**config.mk**
```make
export PLATFORM = sky130hd
export DESIGN_NAME = bsc_pmul
export DESIGN_NICKNAME = d
export VERILOG_FILES = /design/src/rtl/core/baro_sensor_compensation_top_macros.svh /design/src/rtl/core/bsc_pkg.sv /design/src/rtl/core/bsc_pmul.sv
export SDC_FILE = /design/constraint.sdc
export NUM_CORES = 2
export LEC_CHECK = 0
export BUFFER_PORTS_ARGS = -buffer_cell sky130_fd_sc_hd__buf_2
export CAP_MARGIN = 10
export CORE_MARGIN = 3
export CORE_UTILIZATION = 40
export CTS_CLUSTER_SIZE = 8
export DETAILED_ROUTE_END_ITERATION = 10
export PLACE_DENSITY = 0.53
export SYNTH_ARGS = -nofsm -noshare
export SYNTH_HDL_FRONTEND = slang
export SYNTH_SLANG_ARGS = --single-unit
```
**constraint.sdc**
```tcl
create_clock -name i_clk -period 10.1 [get_ports i_clk]
set_clock_uncertainty 0.15 [all_clocks]
set_input_delay 1.515 -clock i_clk [delete_from_list [all_inputs] [get_ports i_clk]]
set_output_delay 1.515 -clock i_clk [all_outputs]
set_load 0.005 [all_outputs]
```
**src/rtl/core/baro_sensor_compensation_top_macros.svh**
```systemverilog
// ----------------------------------------------------------------------------
// Assertion macros for the barometric compensation block
// Each macro expands to a concurrent assertion in simulation and to nothing
// when SYNTH is defined.
// ----------------------------------------------------------------------------
`ifndef BARO_SENSOR_COMPENSATION_TOP_MACROS_SVH
`define BARO_SENSOR_COMPENSATION_TOP_MACROS_SVH

`ifndef SYNTH

// same-cycle implication
`define BSC_ASSERT_IMP(lbl, clk, rst_n, ante, cons) \
    lbl: assert property (@(posedge clk) disable iff (!(rst_n)) (ante) |-> (cons)) \
        else $error("bsc: same-cycle check failed");

// next-cycle implication
`define BSC_ASSERT_NXT(lbl, clk, rst_n, ante, cons) \
    lbl: assert property (@(posedge clk) disable iff (!(rst_n)) (ante) |=> (cons)) \
        else $error("bsc: next-cycle check failed");

`else

`define BSC_ASSERT_IMP(lbl, clk, rst_n, ante, cons)
`define BSC_ASSERT_NXT(lbl, clk, rst_n, ante, cons)

`endif

`endif

```
**src/rtl/core/bsc_pkg.sv**
```systemverilog
// ----------------------------------------------------------------------------
// bsc_pkg
// Shared types and constants of the barometric compensation pipeline.
// ----------------------------------------------------------------------------
`timescale 1ns / 1ps

package bsc_pkg;

    // pipeline depth (register stages from input to output)
    localparam int NUM_STAGES = 9;

    // configuration port
    localparam int CFG_IDX_W  = 3;
    localparam int CFG_DATA_W = 16;

    typedef enum logic [CFG_IDX_W-1:0] {
        CFG_C1     = 3'd0,
        CFG_C2     = 3'd1,
        CFG_C3     = 3'd2,
        CFG_C4     = 3'd3,
        CFG_C5     = 3'd4,
        CFG_C6     = 3'd5,
        CFG_SO_EN  = 3'd6
    } t_cfg_idx;

    // temperature thresholds, hundredths of a degree
    localparam logic signed [18:0] TEMP_REF = 19'sd2000;
    localparam logic signed [18:0] TEMP_LOW = -19'sd1500;

    // pressure window for the valid flag, pascals
    localparam logic signed [31:0] P_MIN = 32'sd80000;
    localparam logic signed [31:0] P_MAX = 32'sd107000;

    // rounding biases for truncating signed shifts
    localparam logic signed [41:0] BIAS_T  = 42'sd8388607;   // 2^23 - 1
    localparam logic signed [41:0] BIAS_O  = 42'sd127;       // 2^7 - 1
    localparam logic signed [41:0] BIAS_S  = 42'sd255;       // 2^8 - 1
    localparam logic signed [63:0] BIAS_P1 = 64'sd2097151;   // 2^21 - 1
    localparam logic signed [43:0] BIAS_P2 = 44'sd32767;     // 2^15 - 1

    // stage enables of the split pressure multiplier
    typedef struct packed {
        logic st_a;   // partial products
        logic st_b;   // recombination
    } t_mul_en;

endpackage

```
**src/rtl/core/bsc_pmul.sv**
```systemverilog
// ----------------------------------------------------------------------------
// bsc_pmul
// Two-stage 24u x 39s multiplier: 24-bit by 20-bit and 24-bit by 19-bit
// partial products, then one 64-bit recombination add.
// ----------------------------------------------------------------------------
`timescale 1ns / 1ps

module bsc_pmul (
    input  logic                 i_clk,
    input  bsc_pkg::t_mul_en     i_en,
    input  logic [23:0]          i_d1,
    input  logic signed [38:0]   i_sens,
    output logic signed [63:0]   o_prod
);

    logic [43:0]        r_pp_lo;
    logic signed [43:0] r_pp_hi;
    logic signed [63:0] r_prod;

    logic [43:0]        n_pp_lo;
    logic signed [43:0] n_pp_hi;
    logic signed [63:0] n_prod;

    // partial products: low 20 bits unsigned, high 19 bits signed
    always_comb begin
        n_pp_lo = i_d1 * i_sens[19:0];
        n_pp_hi = $signed({1'b0, i_d1}) * $signed(i_sens[38:20]);
    end

    // recombine: hi * 2^20 + lo
    always_comb begin
        n_prod = $signed({r_pp_hi, 20'b0}) + $signed({20'b0, r_pp_lo});
    end

    always_ff @(posedge i_clk) begin
        if (i_en.st_a) begin
            r_pp_lo <= n_pp_lo;
            r_pp_hi <= n_pp_hi;
        end
        if (i_en.st_b) begin
            r_prod <= n_prod;
        end
    end

    assign o_prod = r_prod;

endmodule

```
==> impl_metrics.json <==
{
  "synth_nets": 5069,
  "status": "completed",
  "start_kind": "primary input",
  "final.setup.tns_ns": 0,
  "crit_top_cell": "fa_1",
  "timing.final.crit_share_pct": 86.7,
  "antenna_found_initial": 7,
  "critPathMaxStageDelay_ns": 0.58,
  "fmax_mhz": 114,
  "seq_area_frac_synth_pct": 12.3,
  "setup_violations": 0,
  "final_max_slew_viol_count": 0,
  "met3_usage_pct": 4.40,
  "grt_pass1_vias": 27512,
  "syn-cell-area_sq_um": 37100,
  "std_cell_rows": 111,
  "path_clk_slew_ns": 0.08,
  "gp_congestion": 0.878,
  "drt_iter0_drc": 1428,
  "rsz0062_at_grt": "false",
  "synth_area_per_cell_sq_um": 9.54,
  "fin_crit_ns": 8.76,
  "ys.flop_type": "edfxtp_1",
  "totalWireLength_um": 102000,
  "cts_buffers": 17,
  "yosysTopAreaCell": "fa_1",
  "yosysMostFrequentCell": "inv_1",
  "grt_pass1_wl_um": 160000,
  "ctsRootBufferMaster": "clkbuf_16",
  "die_y_um": 310,
  "crit_buf_inv": 8,
  "grt_overflow": 0,
  "die_area_sq_um": 96400,
  "finalNetCount": 5051,
  "critPathKind": "in -> reg",
  "critical_path_arrival_ns": 8.83,
  "synth_area_leaders": "fa_1 41%, edfxtp_1 12%, ha_1 12%, inv_1 8.3%, and2_1 8.0%",
  "die_x_um": 310,
  "slowest_stage": "buf_2",
  "insertion_delay_ns": 0.48,
  "core_sq_um": 91800,
  "ys_async_sr_fraction_pct": 0,
  "netlist_instances": 3887,
  "cts.sinks": 152,
  "drc_errors": 0,
  "use_met2_pct": 36.5,
  "synth_top_area_share_pct": 41.4,
  "vias": 25708,
  "ys_top_cells_by_count": "824 x inv_1, 766 x fa_1, 499 x nand2_1",
  "io_buffers": 129,
  "wl_per_cell_um": 20.0,
  "worst_pin_slew_ns": 1.02,
  "critPathMaxFanout": 25,
  "synth-seq-cells": 152,
  "critPathTopFamily": "adder cells",
  "yosys_warnings": 0,
  "hold_violations": 0,
  "grt-busiest-layer": "met2",
  "cts-htree-levels": 4,
  "grt_max_degree": 61,
  "critPathCaptureType": "flop",
  "viasPerCell": 5.01,
  "synth-edff-count": 152,
  "drive_above_1_share_pct": 5.28,
  "grt_use_met1_pct": 29.6,
  "slew_headroom_pct": 32.2,
  "cp.required_ns": 10.17,
  "cts_buffer_depth": 2,
  "postCtsHoldBufs": 0,
  "hpwl_um": 79700,
  "synthDistinctLibCells": 66,
  "io_pins": 130,
  "track_usage_pct": 22.0,
  "cts_setup_buffers": 0,
  "fill_cells": 9078,
  "cts_tree": "built",
  "initial_utilization_pct": 40.4,
  "holdCritPathClass": "reg -> reg",
  "max-cap-violations": 0,
  "area_growth_pct": 6.41,
  "firstDrtPassIters": 5,
  "ant_nets": 0,
  "cts.repair.resized": 0
}
-- area by class of cell --
cell class / count / area, sq um / area share (%)
timing repair buffer: 160 / 896 / 2.27
multi-input combinational: 2713 / 28700 / 72.7
clock inverter: 15 / 230 / 0.583
antenna: 4 / 10.0 / 0.0254
sequential: 152 / 4560 / 11.6
clock buffer: 17 / 425 / 1.08
inverter: 825 / 3100 / 7.85
tap: 1243 / 1560 / 3.94
-- routing by layer --
metal	part of all wire (%)	routed length, um	up-vias
met5	0.013	13	-
met4	2.7	2790	2
met3	6.4	6560	126
met2	47	48600	676
met1	43	44500	13236
li1	-	-	11668
-- registers in the layout, summed over array words and instances (netlist names) --
register	count
o_prod	64
r_pp_hi	44
r_pp_lo	44
-- final timing paths --
| kind | from | end | slack, ns | depth (start not counted) |
|---|---|---|---|---|
| max | i_d1[5] | r_pp_lo[38] | 1.34 | 25 |
| min | r_pp_lo[10] | o_prod[10] | 0.26 | 0 |
| max reg2reg | r_pp_lo[21] | o_prod[57] | 6.36 | 10 |
| min reg2reg | r_pp_lo[10] | o_prod[10] | 0.26 | 0 |
-- worst reg2reg max path, stage by stage, from the launching register on --
cell and delay, ns:
edfxtp_1 0.42, ha_1 0.33, a211oi_1 0.31, o21ai_0 0.23, and4_1 0.26, o22ai_2 0.28
o31ai_1 0.20, a221o_1 0.41, a21oi_2 0.59, nor2_1 0.15, xor2_1 0.18
-- placed cells by master (no fill, tap or decap), types with 3 or more instances in the layout --
cell type and n:
nand2_1 499, buf_2 127, a221o_1 3, ha_1 350, o21a_1 13, nand2b_1 20, buf_4 32, and3_1 16
o31a_1 3, nand4_1 19, a311oi_1 3, fa_1 766, a21boi_0 4, nor2b_1 31, inv_1 824, a21o_1 65
and4_1 4, nor3_1 14, inv_8 5, a21oi_1 79, clkinv_8 3, o211ai_1 7, diode_2 4, o21bai_1 14
o31ai_1 5, bufinv_16 3, clkbuf_16 17, a221oi_1 3, nor2_1 69, and2_1 473, o21ai_0 44, xor2_1 40
a211oi_1 10, a31oi_1 11, xnor2_1 78, edfxtp_1 152, nand3_1 29
-- stage by stage --
stage	std cells	setup slack (ns)	area (sq um)	utilization (%)	hold slack, ns
2_1_floorplan	3887	2.11	37100	-	0.250
3_3_place_gp	5093	0.937	38800	42.3	0.253
3_5_place_dp	5093	0.904	38800	42.3	0.255
4_1_cts	5125	1.43	39400	43.0	0.267
5_1_grt	5125	1.14	39400	43.0	0.275
6_report	5129	1.34	39500	43.0	0.261
-- kinds of logic after synthesis --
logic type / count (synthesis) / synth area share (%)
simple gates: 1189 / 16.2
fa+ha+maj: 1116 / 53.2
buf+inv: 1022 / 10.3
compound gates: 290 / 5.21
flops: 152 / 12.3
xor+xnor: 118 / 2.79
Power is left out: the tool's default activity adds up to more than one toggle a clock period on the data nets, which glitch-free logic cannot reach.
